## config.mk

```make
export PLATFORM = sky130hd
export DESIGN_NAME = ehc_shade
export DESIGN_NICKNAME = d
export VERILOG_FILES = /design/src/assert_macros.svh /design/src/ehc_pkg.sv /design/src/ehc_shade.sv
export SDC_FILE = /design/constraint.sdc
export NUM_CORES = 1
export LEC_CHECK = 0
export ABC_AREA = 1
export BUFFER_PORTS_ARGS = -buffer_cell sky130_fd_sc_hd__buf_2
export CORE_ASPECT_RATIO = 0.6
export CORE_MARGIN = 4
export CORE_UTILIZATION = 40
export CTS_CLUSTER_SIZE = 30
export DETAILED_ROUTE_END_ITERATION = 8
export GPL_ROUTABILITY_DRIVEN = 0
export SETUP_SLACK_MARGIN = 0.02
export SKIP_CTS_REPAIR_TIMING = 1
export SLEW_MARGIN = 20
export SYNTH_ARGS = -nofsm -noshare
export SYNTH_HDL_FRONTEND = slang
export SYNTH_SLANG_ARGS = --single-unit
```

## constraint.sdc

```tcl
create_clock -name clk -period 25.5 [get_ports clk]
set_clock_uncertainty 0.15 [all_clocks]
set_input_delay 1.275 -clock clk [delete_from_list [all_inputs] [get_ports clk]]
set_output_delay 1.275 -clock clk [all_outputs]
set_load 0.05 [all_outputs]
```

## src/assert_macros.svh

```systemverilog
// Assertion macros shared by the colorizer RTL.
// Depends on a clock named clk and an active-low reset named arst_n in scope.
`ifndef ASSERT_MACROS_SVH
`define ASSERT_MACROS_SVH

// A condition that must hold in the same cycle as its trigger.
`define ASSERT_IMPLIES(lbl, trig, cond) \
	lbl: assert property (@(posedge clk) disable iff (!arst_n) (trig) |-> (cond)) \
		else $error("assertion failed");

// A condition that must hold a fixed number of cycles after its trigger.
`define ASSERT_DELAYED(lbl, trig, n, cond) \
	lbl: assert property (@(posedge clk) disable iff (!arst_n) (trig) |-> ##n (cond)) \
		else $error("delayed assertion failed");

`endif

```

## src/ehc_pkg.sv

```systemverilog
// Package of the elevation colorizer: payload, configuration and sideband types.
// Has no dependencies; every RTL module of the block imports it.
package ehc_pkg;

	localparam int ELEV_W     = 24;
	localparam int HUE_W      = 13;
	localparam int SAT_W      = 17;
	localparam int HUE_FULL   = 5760;
	localparam int HUE_SECTOR = 960;
	localparam int CFG_W      = 24;

	typedef enum logic [2:0] {
		REG_HUE_START   = 3'd0,
		REG_HUE_RANGE   = 3'd1,
		REG_SATURATION  = 3'd2,
		REG_BRIGHTNESS  = 3'd3,
		REG_MODE_FLAGS  = 3'd4,
		REG_WATER_LEVEL = 3'd5,
		REG_WATER_ALPHA = 3'd6,
		REG_WATER_RGB   = 3'd7
	} reg_idx_t;

	typedef struct packed {
		logic signed [ELEV_W-1:0] elevation;
		logic signed [ELEV_W-1:0] min_elevation;
		logic signed [ELEV_W-1:0] max_elevation;
		logic [7:0]               light_intensity;
		logic                     keep_color;
		logic [7:0]               in_red;
		logic [7:0]               in_green;
		logic [7:0]               in_blue;
	} item_t;

	typedef struct packed {
		logic [7:0] out_red;
		logic [7:0] out_green;
		logic [7:0] out_blue;
	} result_t;

	typedef struct packed {
		logic [HUE_W-1:0]  hue_start;
		logic [HUE_W-1:0]  hue_range;
		logic [SAT_W-1:0]  saturation;
		logic [SAT_W-1:0]  brightness;
		logic [1:0]        mode_flags;
		logic signed [23:0] water_level;
		logic [7:0]        water_alpha;
		logic [23:0]       water_rgb;
	} cfg_t;

	// Per-pixel data that rides along the pipeline untouched.
	typedef struct packed {
		logic       keep;
		logic [7:0] red;
		logic [7:0] green;
		logic [7:0] blue;
		logic [7:0] inten;
		logic       wet;
	} side_t;

	// Exact floor(x / 255) for any x below 65280.
	function automatic logic [7:0] div255(input logic [15:0] x);
		logic [16:0] t;
		t = 17'(x) + 17'(x[15:8]) + 17'd1;
		return t[15:8];
	endfunction

endpackage

```

## src/ehc_shade.sv

```systemverilog
// Lighting and water blend of the three color channels, with the output register.
// Depends on ehc_pkg.
module ehc_shade import ehc_pkg::*; (
	input  logic            clk,
	input  logic            arst_n,
	input  logic            in_valid,
	input  logic [2:0][7:0] ch,
	input  side_t           side_in,
	input  cfg_t            cfg,
	output logic            out_valid,
	output result_t         result
);
	logic [2:0][7:0] lit_c;

	always_comb begin
		for (int i = 0; i < 3; i++) begin
			lit_c[i] = cfg.mode_flags[0] ? div255(16'(side_in.inten) * 16'(ch[i])) : ch[i];
		end
	end

	logic            v_s22;
	logic [2:0][7:0] lit_s22;
	logic            wet_s22;

	always_ff @(posedge clk or negedge arst_n) begin
		if (!arst_n) begin
			v_s22 <= 1'b0;
		end else begin
			v_s22 <= in_valid;
		end
	end

	always_ff @(posedge clk) begin
		lit_s22 <= lit_c;
		wet_s22 <= side_in.wet;
	end

	logic [2:0][7:0] wat_c, mix_c;
	logic [2:0][7:0] dlt_c;
	logic [2:0][7:0] stp_c;
	logic            blend_c;

	always_comb begin
		wat_c   = {cfg.water_rgb[23:16], cfg.water_rgb[15:8], cfg.water_rgb[7:0]};
		blend_c = cfg.mode_flags[1] && wet_s22 && (cfg.water_alpha != 8'd0);
		for (int i = 0; i < 3; i++) begin
			dlt_c[i] = (wat_c[i] >= lit_s22[i]) ? (wat_c[i] - lit_s22[i])
			                                    : (lit_s22[i] - wat_c[i]);
			stp_c[i] = div255(16'(dlt_c[i]) * 16'(cfg.water_alpha));
			if (!blend_c) begin
				mix_c[i] = lit_s22[i];
			end else if (wat_c[i] >= lit_s22[i]) begin
				mix_c[i] = lit_s22[i] + stp_c[i];
			end else begin
				mix_c[i] = lit_s22[i] - stp_c[i];
			end
		end
	end

	always_ff @(posedge clk or negedge arst_n) begin
		if (!arst_n) begin
			out_valid <= 1'b0;
		end else begin
			out_valid <= v_s22;
		end
	end

	always_ff @(posedge clk) begin
		result.out_red   <= mix_c[2];
		result.out_green <= mix_c[1];
		result.out_blue  <= mix_c[0];
	end

endmodule

```

# ---- Word level (Yosys, flattened, before mapping)
# Cells that the tools add are included.
# W data, S select, Z words.
dict set report op_classes {
  n_addsub 24
  multipliers 6
  div 0
  order_cmp 3
  n_eq_ne 0
  n_shift 0
  n_mux 12
  bitwise_logic 0
  reduce_logical 3
}
# cell count
set ops {}
lappend ops {{$add A16 B1 Y16 const B} 6}
lappend ops {{$add A16 B8 Y16} 6}
lappend ops {{$mul A8 B8 Y16} 6}
lappend ops {{$mux W8} 12}
lappend ops {{$sub A8 B8 Y8} 9}
lappend ops {{$add A8 B8 Y8} 3}
lappend ops {{$ge A8 B8 Y1} 3}
lappend ops {{$reduce_bool A8 Y1} 1}
lappend ops {{$logic_and A1 B1 Y1} 2}
dict set report totals {
  register_bits 51
  latchBits 0
  ramBits 0
  rom_bits 0
  n_memories 0
}

# ---- Longest topological paths before layout
dict set report logic_depth {
  ltp_word 8
  mapped_depth 62
  mapped_depth_nobuf 61
}

# ---- Worst setup path after synthesis
# Ideal clock, no wire load.
dict set report synth_path {
  path_type {in2reg}
  start {in cfg[16] (netlist bit)}
  end {reg result[23] (netlist bit)}
  setup_ns 0.112
  arrival_time_ns 9.756
  t_required_ns 25.238
  path_slack_ns 15.482
  stages 57
  path_buffers 0
  path_cell_list {inv_1 > ha_1 > inv_1 > fa_1 > a221o_1 > nand2_1 > nand3_1 > or2_2 > o21ai_1 > nor2_1 > a221oi_2 > xor2_1 > nor2_1 > fa_1 > inv_1 > fa_1 > inv_1 > fa_1 > (+21 left out) > nor2_1 > xor2_1 > ha_1 > a21oi_1 > and2_1 > nor2_1 > nor2_1 > nor2_1 > o21ai_0 > nand2_1 > a21oi_1 > xnor2_1 > xor2_2 > inv_1 > nand3_1 > nand3_1 > nand2_1 > nand2_1}
}
# element line
set synth_lines {}
lappend synth_lines {{from (decl)} ehc_shade.sv:9} ;# input cfg_t cfg,
lappend synth_lines {{to (decl)} ehc_shade.sv:11} ;# output result_t result

==> flow_metrics.py <==
metrics = {
    "worst_hold_path": {
        "hp-class": "register to register",
        "min_to": "out_valid",
        "holdPathStages": 0,
        "hp-start": "v_s22",
    },
    "clock_network": {
        "numCtsBuffers": 5,
        "cts_buffer_depth": 2,
        "cts_root_buffer": "clkbuf_16",
        "tritoncts": "built",
        "clock_latency_ns": 0.32,
        "clk_pin_slew_ns": 0.09,
        "htreeDepth": 2,
        "cts_sinks": 51,
    },
    "setup_path": {
        "r2r-start": "lit_s22[17]",
        "ff2ff_path_depth": 53,
        "r2r_slack_ns": 14.47,
        "arrival_ns": 11.77,
        "r2r_end": "result[23]",
        "crit_fanout": 13,
        "critPathLaunchType": "input pin",
        "cpMaxStageDelayCell": "xor2_1",
        "end_kind": "register",
        "required_ns": 25.56,
        "critPathMaxStageDelay_ns": 0.64,
        "worstSetupPathType": "input pin to register",
        "cpMostUsedCell": "nand2_1",
    },
    "timing": {
        "timing.fmax_mhz": 85.40,
        "slew_viol_final": 0,
        "hold_violations": 0,
        "worstMarginPinSlew_ns": 0.9981,
        "final.period_utilization_pct": 45.92,
        "max_slew_margin_pct": 31.56,
        "rsz0062_at_grt": "false",
        "setup_violations": 0,
        "setup-tns-final_ns": 0,
        "min_period_ns": 11.71,
    },
    "global_routing": {
        "grt_pass1_vias": 17174,
        "use_met3_pct": 2.675,
        "use_met1_pct": 32.93,
        "grt_use_met2_pct": 28.75,
        "grt_max_degree": 37,
        "grt_use_total_pct": 20.13,
        "grt_pass1_wl_um": 90760,
        "grt-ovfl-total": 0,
        "antenna_found_initial": 3,
        "grt_busiest_layer": "met1",
    },
    "synth": {
        "synth_top_area_share_pct": 22.21,
        "ys_seq_elements": 51,
        "async_flop_share_pct": 3.922,
        "synth_flop_cell": "dfxtp_1",
        "synth_area_leader_cell": "fa_1",
        "synth_area_leaders": "fa_1 22%, ha_1 20%, nand2_1 13%",
        "ys_types": 50,
        "synth_cells": 3032,
        "synth_area_sq_um": 20280,
        "ys_seq_area_share_pct": 5.084,
        "syn_avg_cell_area_sq_um": 6.688,
        "synth_edf_count": 0,
        "yosysWarnings": 0,
        "syn_nets": 3760,
    },
    "status": {
        "status": "completed",
    },
    "layout": {
        "design_area_sq_um": 21570,
        "drive_gt1_share_pct": 5.145,
        "area_delta_synth_final_pct": 6.362,
        "multiInputGateArea_sq_um": 16340,
        "final_common_cell": "nand2_1",
        "final_nets": 3798,
        "final_cell_mix": "719 x nand2_1, 694 x inv_1, 324 x ha_1, 290 x nor2_1, 225 x fa_1",
        "n_fill_cell": 5277,
        "regArea_sq_um": 1031,
        "final_util_pct": 43.36,
    },
    "drt": {
        "wl_um": 54020,
        "num_vias": 18012,
        "route.detailed.drc": 0,
        "via_per_inst": 4.798,
        "drtIter0Drc": 1323,
        "post_drt_wl_per_cell_um": 14.39,
        "first_pass_iters": 5,
        "drtAntennaViolNets": 0,
    },
    "placed_design": {
        "io_buffers": 94,
        "dpl.hpwl_um": 45710,
        "dpl_cell_area_sq_um": 21400,
    },
    "floorplanning": {
        "ios": 204,
        "design.core.area_sq_um": 49740,
        "dieWidth_um": 298.7,
        "die-area_sq_um": 54480,
        "die_h_um": 182.4,
        "start_util_pct": 40.77,
        "fp-row-count": 63,
    },
    "run": {
        "cap_violations": 0,
    },
}
==> worst max-delay path by stage <==
stage	startpoint	endpoint	slack [ns]
2_1_floorplan	cfg[16]	result[23]	15.48
3_3_place_gp	cfg[21]	result[23]	13.58
3_5_place_dp	cfg[21]	result[23]	13.55
4_1_cts	cfg[21]	result[23]	13.88
5_1_grt	cfg[6]	result[7]	12.98
6_report	cfg[21]	result[23]	13.79
==> logic make-up after synthesis <==
| logic type | after synthesis | synth area share (%) |
|---|---|---|
| AOI/OAI and AO/OA | 251 | 7.053 |
| xor gates and xnor gates | 97 | 4.338 |
| DFF | 51 | 5.084 |
| buffers and inverters | 772 | 14.32 |
| muxes | 5 | 0.2468 |
| and+or+nand+nor | 1307 | 26.75 |
| adders and majority gates | 549 | 42.20 |
==> critical path: cells and delay by family <==
kind                       cells  cell delay (ns)
adders and majority gates      9             3.66
buffers and inverters         10             1.19
and+or+nand+nor               22             2.47
AOI/OAI and AO/OA              8             1.44
xor gates and xnor gates       5             1.71
==> synth_stat cells (27+ instances only) <==
cell type  count
a21oi_1      115
clkbuf_1      64
dfxtp_1       49
fa_1         225
ha_1         324
inv_1        694
nand2_1      719
nand3_1      194
nand4_1       33
nor2_1       290
o21ai_0       66
xnor2_1       27
xor2_1        66
==> layout make-up <==
class,count,share of cell area (%)
multi-input combinational,2209,75.77
timing repair buffer,104,2.529
clock inverter,3,0.2030
tap,682,3.956
antenna,1,0.01160
inverter,699,12.16
sequential,51,4.780
clock buffer,5,0.5801
==> through the flow <==
step | instances | worst slack [ns] | hold slack (ns)
final | 3754 | 13.79 | 0.2060
after CTS | 3753 | 13.88 | 0.2077
after global placement | 3745 | 13.58 | 0.1826
after global routing | 3754 | 12.98 | 0.2325
after detailed placement | 3745 | 13.55 | 0.1847
after floorplan | 3032 | 15.48 | 0.1812
==> sequential cells by signal, indices dropped and copies added (netlist names) <==
| name | count |
|---|---|
| lit_s22 | 24 |
| wet_s22 | 1 |
| result | 24 |
| out_valid | 1 |
| v_s22 | 1 |
==> routing by layer <==
layer | share of wire [%] | vias to the layer above
met2 | 38 | 363
met1 | 56 | 8295
li1 | - | 9327
met4 | 0.59 | 2
met3 | 5.1 | 25
met5 | 0.020 | -
Power is not shown: default switching activity piles up to over one toggle a cycle in this logic, so the estimate is an artifact.
