**src/assert_macros.svh**
```systemverilog
// Assertion macros shared by the colorizer RTL.
// Depends on a clock named clk and an active-low reset named arst_n in scope.
`ifndef ASSERT_MACROS_SVH
`define ASSERT_MACROS_SVH

// A condition that must hold in the same cycle as its trigger.
`define ASSERT_IMPLIES(lbl, trig, cond) \
	lbl: assert property (@(posedge clk) disable iff (!arst_n) (trig) |-> (cond)) \
		else $error("assertion failed");

// A condition that must hold a fixed number of cycles after its trigger.
`define ASSERT_DELAYED(lbl, trig, n, cond) \
	lbl: assert property (@(posedge clk) disable iff (!arst_n) (trig) |-> ##n (cond)) \
		else $error("delayed assertion failed");

`endif

```
**src/ehc_pkg.sv**
```systemverilog
// Package of the elevation colorizer: payload, configuration and sideband types.
// Has no dependencies; every RTL module of the block imports it.
package ehc_pkg;

	localparam int ELEV_W     = 24;
	localparam int HUE_W      = 13;
	localparam int SAT_W      = 17;
	localparam int HUE_FULL   = 5760;
	localparam int HUE_SECTOR = 960;
	localparam int CFG_W      = 24;

	typedef enum logic [2:0] {
		REG_HUE_START   = 3'd0,
		REG_HUE_RANGE   = 3'd1,
		REG_SATURATION  = 3'd2,
		REG_BRIGHTNESS  = 3'd3,
		REG_MODE_FLAGS  = 3'd4,
		REG_WATER_LEVEL = 3'd5,
		REG_WATER_ALPHA = 3'd6,
		REG_WATER_RGB   = 3'd7
	} reg_idx_t;

	typedef struct packed {
		logic signed [ELEV_W-1:0] elevation;
		logic signed [ELEV_W-1:0] min_elevation;
		logic signed [ELEV_W-1:0] max_elevation;
		logic [7:0]               light_intensity;
		logic                     keep_color;
		logic [7:0]               in_red;
		logic [7:0]               in_green;
		logic [7:0]               in_blue;
	} item_t;

	typedef struct packed {
		logic [7:0] out_red;
		logic [7:0] out_green;
		logic [7:0] out_blue;
	} result_t;

	typedef struct packed {
		logic [HUE_W-1:0]  hue_start;
		logic [HUE_W-1:0]  hue_range;
		logic [SAT_W-1:0]  saturation;
		logic [SAT_W-1:0]  brightness;
		logic [1:0]        mode_flags;
		logic signed [23:0] water_level;
		logic [7:0]        water_alpha;
		logic [23:0]       water_rgb;
	} cfg_t;

	// Per-pixel data that rides along the pipeline untouched.
	typedef struct packed {
		logic       keep;
		logic [7:0] red;
		logic [7:0] green;
		logic [7:0] blue;
		logic [7:0] inten;
		logic       wet;
	} side_t;

	// Exact floor(x / 255) for any x below 65280.
	function automatic logic [7:0] div255(input logic [15:0] x);
		logic [16:0] t;
		t = 17'(x) + 17'(x[15:8]) + 17'd1;
		return t[15:8];
	endfunction

endpackage

```
**src/ehc_hue_map.sv**
```systemverilog
// Elevation to hue sector and offset: span clamp, scale, restoring divider, wrap.
// Depends on ehc_pkg and assert_macros.svh.
`include "assert_macros.svh"
module ehc_hue_map import ehc_pkg::*; (
	input  logic       clk,
	input  logic       arst_n,
	input  logic       in_valid,
	input  item_t      item,
	input  cfg_t       cfg,
	output logic       out_valid,
	output logic [2:0] sector,
	output logic [9:0] frac,
	output side_t      side
);
	localparam int DW = ELEV_W;
	localparam int PW = HUE_W + DW;
	localparam int QB = HUE_W;

	logic signed [DW:0] dz_c, num_c;
	logic [DW-1:0]      dzk_c, numk_c;
	logic signed [32:0] ev33, wl33;
	side_t              side_c;

	always_comb begin
		dz_c  = $signed({item.max_elevation[DW-1], item.max_elevation})
		      - $signed({item.min_elevation[DW-1], item.min_elevation});
		num_c = $signed({item.elevation[DW-1], item.elevation})
		      - $signed({item.min_elevation[DW-1], item.min_elevation});
		if (dz_c <= 0) begin
			dz_c = (DW+1)'(1);
		end
		if (num_c < 0) begin
			num_c = '0;
		end else if (num_c > dz_c) begin
			num_c = dz_c;
		end
		dzk_c  = dz_c[DW-1:0];
		numk_c = num_c[DW-1:0];
		ev33   = 33'(item.elevation);
		wl33   = 33'(cfg.water_level);
		side_c.keep  = item.keep_color;
		side_c.red   = item.in_red;
		side_c.green = item.in_green;
		side_c.blue  = item.in_blue;
		side_c.inten = item.light_intensity;
		side_c.wet   = (ev33 <= wl33);
	end

	logic          v_s1;
	logic [DW-1:0] dz_s1, num_s1;
	side_t         side_s1;

	always_ff @(posedge clk or negedge arst_n) begin
		if (!arst_n) begin
			v_s1 <= 1'b0;
		end else begin
			v_s1 <= in_valid;
		end
	end

	always_ff @(posedge clk) begin
		dz_s1   <= dzk_c;
		num_s1  <= numk_c;
		side_s1 <= side_c;
	end

	// Divider stage arrays; index 0 holds the scaled numerator.
	logic          v_s   [0:QB];
	logic [PW-1:0] rem_s [0:QB];
	logic [QB-1:0] quo_s [0:QB];
	logic [DW-1:0] dz_s  [0:QB];
	side_t         sd_s  [0:QB];

	always_ff @(posedge clk or negedge arst_n) begin
		if (!arst_n) begin
			v_s[0] <= 1'b0;
		end else begin
			v_s[0] <= v_s1;
		end
	end

	always_ff @(posedge clk) begin
		rem_s[0] <= PW'(cfg.hue_range) * PW'(num_s1);
		quo_s[0] <= '0;
		dz_s[0]  <= dz_s1;
		sd_s[0]  <= side_s1;
	end

	for (genvar k = 0; k < QB; k++) begin : g_div
		localparam int B = QB - 1 - k;
		logic [PW-1:0] trial;
		assign trial = PW'(dz_s[k]) << B;

		always_ff @(posedge clk or negedge arst_n) begin
			if (!arst_n) begin
				v_s[k+1] <= 1'b0;
			end else begin
				v_s[k+1] <= v_s[k];
			end
		end

		always_ff @(posedge clk) begin
			if (rem_s[k] >= trial) begin
				rem_s[k+1] <= rem_s[k] - trial;
				quo_s[k+1] <= quo_s[k] | (QB'(1) << B);
			end else begin
				rem_s[k+1] <= rem_s[k];
				quo_s[k+1] <= quo_s[k];
			end
			dz_s[k+1] <= dz_s[k];
			sd_s[k+1] <= sd_s[k];
		end
	end

	// Wrap the hue into one turn; the sum stays below three turns.
	logic [HUE_W:0]   hsum_c;
	logic [HUE_W-1:0] hwrap_c;

	always_comb begin
		hsum_c = (HUE_W+1)'(quo_s[QB]) + (HUE_W+1)'(cfg.hue_start);
		if (hsum_c >= (HUE_W+1)'(2 * HUE_FULL)) begin
			hwrap_c = HUE_W'(hsum_c - (HUE_W+1)'(2 * HUE_FULL));
		end else if (hsum_c >= (HUE_W+1)'(HUE_FULL)) begin
			hwrap_c = HUE_W'(hsum_c - (HUE_W+1)'(HUE_FULL));
		end else begin
			hwrap_c = HUE_W'(hsum_c);
		end
	end

	logic             v_s16;
	logic [HUE_W-1:0] hue_s16;
	side_t            side_s16;

	always_ff @(posedge clk or negedge arst_n) begin
		if (!arst_n) begin
			v_s16 <= 1'b0;
		end else begin
			v_s16 <= v_s[QB];
		end
	end

	always_ff @(posedge clk) begin
		hue_s16  <= hwrap_c;
		side_s16 <= sd_s[QB];
	end

	logic [2:0] sec_c;
	logic [9:0] frac_c;

	always_comb begin
		if (hue_s16 >= HUE_W'(5 * HUE_SECTOR)) begin
			sec_c  = 3'd5;
			frac_c = 10'(hue_s16 - HUE_W'(5 * HUE_SECTOR));
		end else if (hue_s16 >= HUE_W'(4 * HUE_SECTOR)) begin
			sec_c  = 3'd4;
			frac_c = 10'(hue_s16 - HUE_W'(4 * HUE_SECTOR));
		end else if (hue_s16 >= HUE_W'(3 * HUE_SECTOR)) begin
			sec_c  = 3'd3;
			frac_c = 10'(hue_s16 - HUE_W'(3 * HUE_SECTOR));
		end else if (hue_s16 >= HUE_W'(2 * HUE_SECTOR)) begin
			sec_c  = 3'd2;
			frac_c = 10'(hue_s16 - HUE_W'(2 * HUE_SECTOR));
		end else if (hue_s16 >= HUE_W'(HUE_SECTOR)) begin
			sec_c  = 3'd1;
			frac_c = 10'(hue_s16 - HUE_W'(HUE_SECTOR));
		end else begin
			sec_c  = 3'd0;
			frac_c = 10'(hue_s16);
		end
	end

	always_ff @(posedge clk or negedge arst_n) begin
		if (!arst_n) begin
			out_valid <= 1'b0;
		end else begin
			out_valid <= v_s16;
		end
	end

	always_ff @(posedge clk) begin
		sector <= sec_c;
		frac   <= frac_c;
		side   <= side_s16;
	end

	`ASSERT_IMPLIES(a_sector_range, out_valid, (sector <= 3'd5) && (frac < 10'(HUE_SECTOR)))

endmodule

```
**config.mk**
```make
export PLATFORM = sky130hd
export DESIGN_NAME = ehc_hue_map
export DESIGN_NICKNAME = d
export VERILOG_FILES = /design/src/ehc_pkg.sv /design/src/ehc_hue_map.sv
export VERILOG_INCLUDE_DIRS = /design/src /design/src/src
export SDC_FILE = /design/constraint.sdc
export NUM_CORES = 2
export LEC_CHECK = 0
export CAP_MARGIN = 20
export CORE_AREA = 4 4 476 478
export DETAILED_ROUTE_END_ITERATION = 6
export DIE_AREA = 0 0 480 482
export DONT_BUFFER_PORTS = 1
export GPL_TIMING_DRIVEN = 1
export HOLD_SLACK_MARGIN = 0.03
export PLACE_DENSITY_LB_ADDON = 0.25
export REMOVE_ABC_BUFFERS = 1
export SETUP_SLACK_MARGIN = 0.3
export SLEW_MARGIN = 20
export SYNTH_ARGS = -nofsm -noshare
export SYNTH_HDL_FRONTEND = slang
export SYNTH_SLANG_ARGS = --single-unit
export TNS_END_PERCENT = 50
```
**constraint.sdc**
```tcl
create_clock -name clk -period 9 [get_ports clk]
set_input_delay 0.9 -clock clk [delete_from_list [all_inputs] [get_ports clk]]
set_output_delay 0.9 -clock clk [all_outputs]
set_load 0.01 [all_outputs]
```
# Word level (Yosys, flattened, before mapping)

Memory sizes are Yosys's and may differ from the RTL's. A register that Yosys moved wholly into a read port is not among the register bits.
Index checks and enable logic that the tools add are counted.

Add/sub/neg operators: 23
$mul: 1
$lt $le $gt $ge: 24
Mux-type cells: 78
Bitwise operators: 26
Reduce and logical (&&, ||, !) cells: 1

Operators with widths:

| operator                                         | count |
|---|---|
| 37-bit 2-to-1 mux                                | 13 |
| 13-bit 2-to-1 mux                                | 15 |
| 10-bit 2-to-1 mux                                | 5 |
| 10-bit subtractor (second input constant)        | 5 |
| 24-bit by 24-bit subtractor with 25-bit output   | 2 |
| 1-bit 2-to-1 mux                                 | 41 |
| 37-bit by 24-bit >= comparator with 1-bit output | 1 |
| 37-bit by 25-bit >= comparator with 1-bit output | 1 |
| 37-bit by 26-bit >= comparator with 1-bit output | 1 |
| 37-bit by 27-bit >= comparator with 1-bit output | 1 |
| 37-bit by 28-bit >= comparator with 1-bit output | 1 |
| 37-bit by 29-bit >= comparator with 1-bit output | 1 |
| 37-bit by 30-bit >= comparator with 1-bit output | 1 |
| 37-bit by 31-bit >= comparator with 1-bit output | 1 |
| 37-bit by 32-bit >= comparator with 1-bit output | 1 |
| 37-bit by 33-bit >= comparator with 1-bit output | 1 |
| 37-bit by 34-bit >= comparator with 1-bit output | 1 |
| 37-bit by 35-bit >= comparator with 1-bit output | 1 |
| 37-bit by 36-bit >= comparator with 1-bit output | 1 |
| 13-bit by 24-bit multiplier with 37-bit output   | 1 |
| 37-bit by 24-bit subtractor with 37-bit output   | 1 |
| 37-bit by 25-bit subtractor with 37-bit output   | 1 |
| 37-bit by 26-bit subtractor with 37-bit output   | 1 |
| 37-bit by 27-bit subtractor with 37-bit output   | 1 |
| other kinds (27)                                 | 54 |

Flip-flop bits (word level): 159
RAM bits: 1512
Output and inout bits: 48
Word-level logic and storage cells: 192
Memories: 4

Memories:

| name  | words | bits a word | rd ports | clocked after memory_dff | wr ports | RTL line          | source |
|---|---|---|---|---|---|---|---|
| rem_s | 14    | 37          | 13       | 0                        | 14       | ehc_hue_map.sv:69 | `logic [PW-1:0] rem_s [0:QB];` |
| sd_s  | 14    | 34          | 14       | 1                        | 14       | ehc_hue_map.sv:72 | `side_t sd_s [0:QB];` |
| dz_s  | 14    | 24          | 13       | 0                        | 14       | ehc_hue_map.sv:71 | `logic [DW-1:0] dz_s [0:QB];` |
| quo_s | 14    | 13          | 14       | 0                        | 14       | ehc_hue_map.sv:70 | `logic [QB-1:0] quo_s [0:QB];` |

# Logic depth before layout (Yosys ltp)

Word-level depth: 6
Gate-level depth with buffers: 28
Mapped depth without buffers: 27

# Least setup slack after synthesis

OpenSTA, ideal clock, no wires.

Kind: input port to flip-flop
Start: input port cfg[104] in the netlist's numbering
End: memory rem_s[0][36] in the netlist's numbering
Setup time: 72 ps
Arrival time: 6298 ps
Required time: 8928 ps
Slack: 2630 ps
Stages on the path: 22
Cell sequence: clkbuf_1 nand2_1 fa_1 inv_1 fa_1 fa_1 inv_1 fa_1 inv_1 fa_1 ha_1 a21o_1 a211o_1 a31oi_1 nor4_1 nor2_1 a21oi_1 a221oi_1 a21oi_1 a221o_1 a21oi_1 xnor2_1

RTL lines:

| item               | RTL line          | source |
|---|---|---|
| start: declaration | ehc_hue_map.sv:9  | `input cfg_t cfg,` |
| end: declaration   | ehc_hue_map.sv:69 |  |

==> results.ini <==
[place]
dp_hpwl_um = 116000
placed_area_sq_um = 69800
place.gp.congestion = 0.847
port_buffers = 0
dp_cells = 9414

[cts]
root_buffer = clkbuf_16
cts_buffers = 166
cts_tree = yes
clk_latency_ns = 0.83
cts.htree.levels = 4
cts_hold_buf = 34
cts_resized = 0
cts.path.max_buffers = 3
cts.sinks = 1553
clkTransAtPathRegs_ns = 0.06
post_cts_buffers = 0

[grt]
track_usage_pct = 13.0
grt_max_degree = 55
grt-ovfl-total = 0
grt_pass1_wl_um = 242000
grt_use_met3_pct = 2.58
top_usage_layer = met2
grt_util_met1_pct = 15.2
antenna_found_initial = 2
grt_pass1_vias = 45300
use_met2_pct = 23.0

[yosys]
synthArstFlopShare_pct = 1.09
avgSynthCellArea_sq_um = 10.1
syn_inst = 6560
ys_seq_area_share_pct = 47.0
synth_seq_cells = 1553
yosys_warnings = 0
synthTopCellsByArea = dfxtp_1, ha_1, fa_1
netlist_area_sq_um = 66400
synth-main-ff-cell = dfxtp_1
yosysTopAreaCell = dfxtp_1
yosysTopAreaCellShare_pct = 46.3
synth_cell_type_count = 96
synth-edff-count = 0

[detailed_routing]
drt-total-wl_um = 150000
first_pass_iters = 5
vias = 43900
ant_nets = 0
wl_per_cell_um = 15.3
route.detailed.drc = 0
viasPerCell = 4.50
drt_iter0_markers = 2065

[timing]
fin_crit_ns = 6.92
fin_skew_ns = 0.0605
tightest_slew_ns = 1.03
hold_viol_final = 0
min_period_over_period_pct = 76.9
fmax_mhz = 145
setup_violations = 0
grt_setup_unrepaired = no
drv_slew = 0
relSlewSlack_pct = 31.1
fin_setup_tns_ns = 0

[critical_path]
regToRegStartpoint = num_s1[6]
critical_path_peak_fanout = 13
crit_start = num_s1[6]
critPathRequiredTime_ns = 9.66
crit_type = reg2reg
startpoint_type = flop
cp.arrival_ns = 7.57
critPathCaptureType = flop

[floorplan]
pin_count = 274
core_sq_um = 222000
die_height_um = 482
std_cell_rows = 173
die_area_sq_um = 231000
initial_core_util_pct = 29.9
die_w_um = 480

[final_layout]
layout_common_cells = dfxtp_1, inv_1, ha_1
final_area_sq_um = 76000
utilization_pct = 34.3
instances_no_fill = 9755
syn2layout_area_growth_pct = 14.5
final_nets = 7642
layout_commonest_cell = dfxtp_1
drive_above_1_share_pct = 6.32

[worst_hold_path]
hold_start = in_valid
holdCritPathClass = in2reg

[job]
max-cap-violations = 0

[status]
status = finished, final reports clean

[logic make-up (layout without fill, tap and decap cells)]
| group | Yosys count | in the layout | share of synthesized area (%) |
|---|---|---|---|
| compound gates | 1271 | 1271 | 12.1 |
| xor+xnor | 386 | 386 | 5.09 |
| fa+ha+maj | 775 | 775 | 17.5 |
| buf+inv | 865 | 1081 | 4.96 |
| flops | 1553 | 1553 | 47.0 |
| mux | 76 | 76 | 1.30 |
| other cells | 1 | 5 | 0.00565 |
| simple gates | 1633 | 1633 | 12.0 |
[final cells by class]
cell class                      count  area, sq um
Antenna cell                        4         10.0
Sequential cell                  1553        31200
Inverter                          728         2730
Tap cell                         2975         3720
Multi-Input combinational cell   4142        32000
Fill cell                       22300       146000
Clock buffer                      238         4790
Timing Repair Buffer               50          500
Clock inverter                     65         1090
[sequential cells by signal, summed over array words and instances (netlist names), 14 cells and up]
register  cells
rem_s       481
sd_s        476
dz_s1        24
quo_s        91
side_s16     34
v_s          14
dz_s        312
side_s1      34
num_s1       24
side         34
[Yosys cell counts (all sizes together), types with 45 or more instances]
cell	n
nor4	45
a21o	182
mux2	64
nand2b	73
ha	518
nor2b	73
xor2	169
xnor2	217
nor3	120
nand3	96
fa	257
o21ai	271
and2	138
nand2	502
dfxtp	1536
inv	726
nand4	60
nor2	356
clkbuf	118
a21oi	436
[critical path: stages (launching register included)]
cell and delay (ns):
dfxtp_1 0.90, nand2_1 0.16, fa_1 0.56, inv_1 0.06
fa_1 0.53, inv_1 0.07, fa_1 0.53, fa_1 0.46
fa_1 0.55, inv_1 0.05, ha_1 0.33, o21ai_0 0.14
o211ai_1 0.32, a31oi_1 0.22, nor4_1 0.50, nor2_1 0.12
a21oi_1 0.36, a221oi_1 0.19, a21oi_1 0.33, a221o_1 0.21
a21oi_1 0.07, xnor2_1 0.12
[final timing paths]
kind | endpoint | cells after the start | slack [ns]
setup / recovery | rem_s[0][36] | 21 | 2.08
hold / removal | v_s1 | 0 | 0.13
hold reg to reg | dz_s[0][19] | 0 | 0.27
max in group asynchronous | v_s[0] | 1 | 7.86
setup reg to reg | rem_s[0][36] | 21 | 2.08
min in group asynchronous | v_s[6] | 1 | 0.61
[layer usage]
metal	wire length [um]	part of all wire, %
met5	13	0.0087
met4	6430	4.3
met3	6380	4.3
met2	73000	49
met1	63800	43
[metrics by stage]
| stage | worst slack (ns) | hold WS [ns] |
|---|---|---|
| 2_1_floorplan | 1.54 | 0.310 |
| 5_1_grt | 1.67 | 0.0377 |
| 3_5_place_dp | 1.99 | 0.312 |
| 6_report | 2.08 | 0.126 |
| 3_3_place_gp | 1.83 | 0.310 |
| 4_1_cts | 2.07 | 0.0314 |
Power is not shown: default switching activity piles up to over one toggle a cycle in this logic, so the estimate is an artifact.
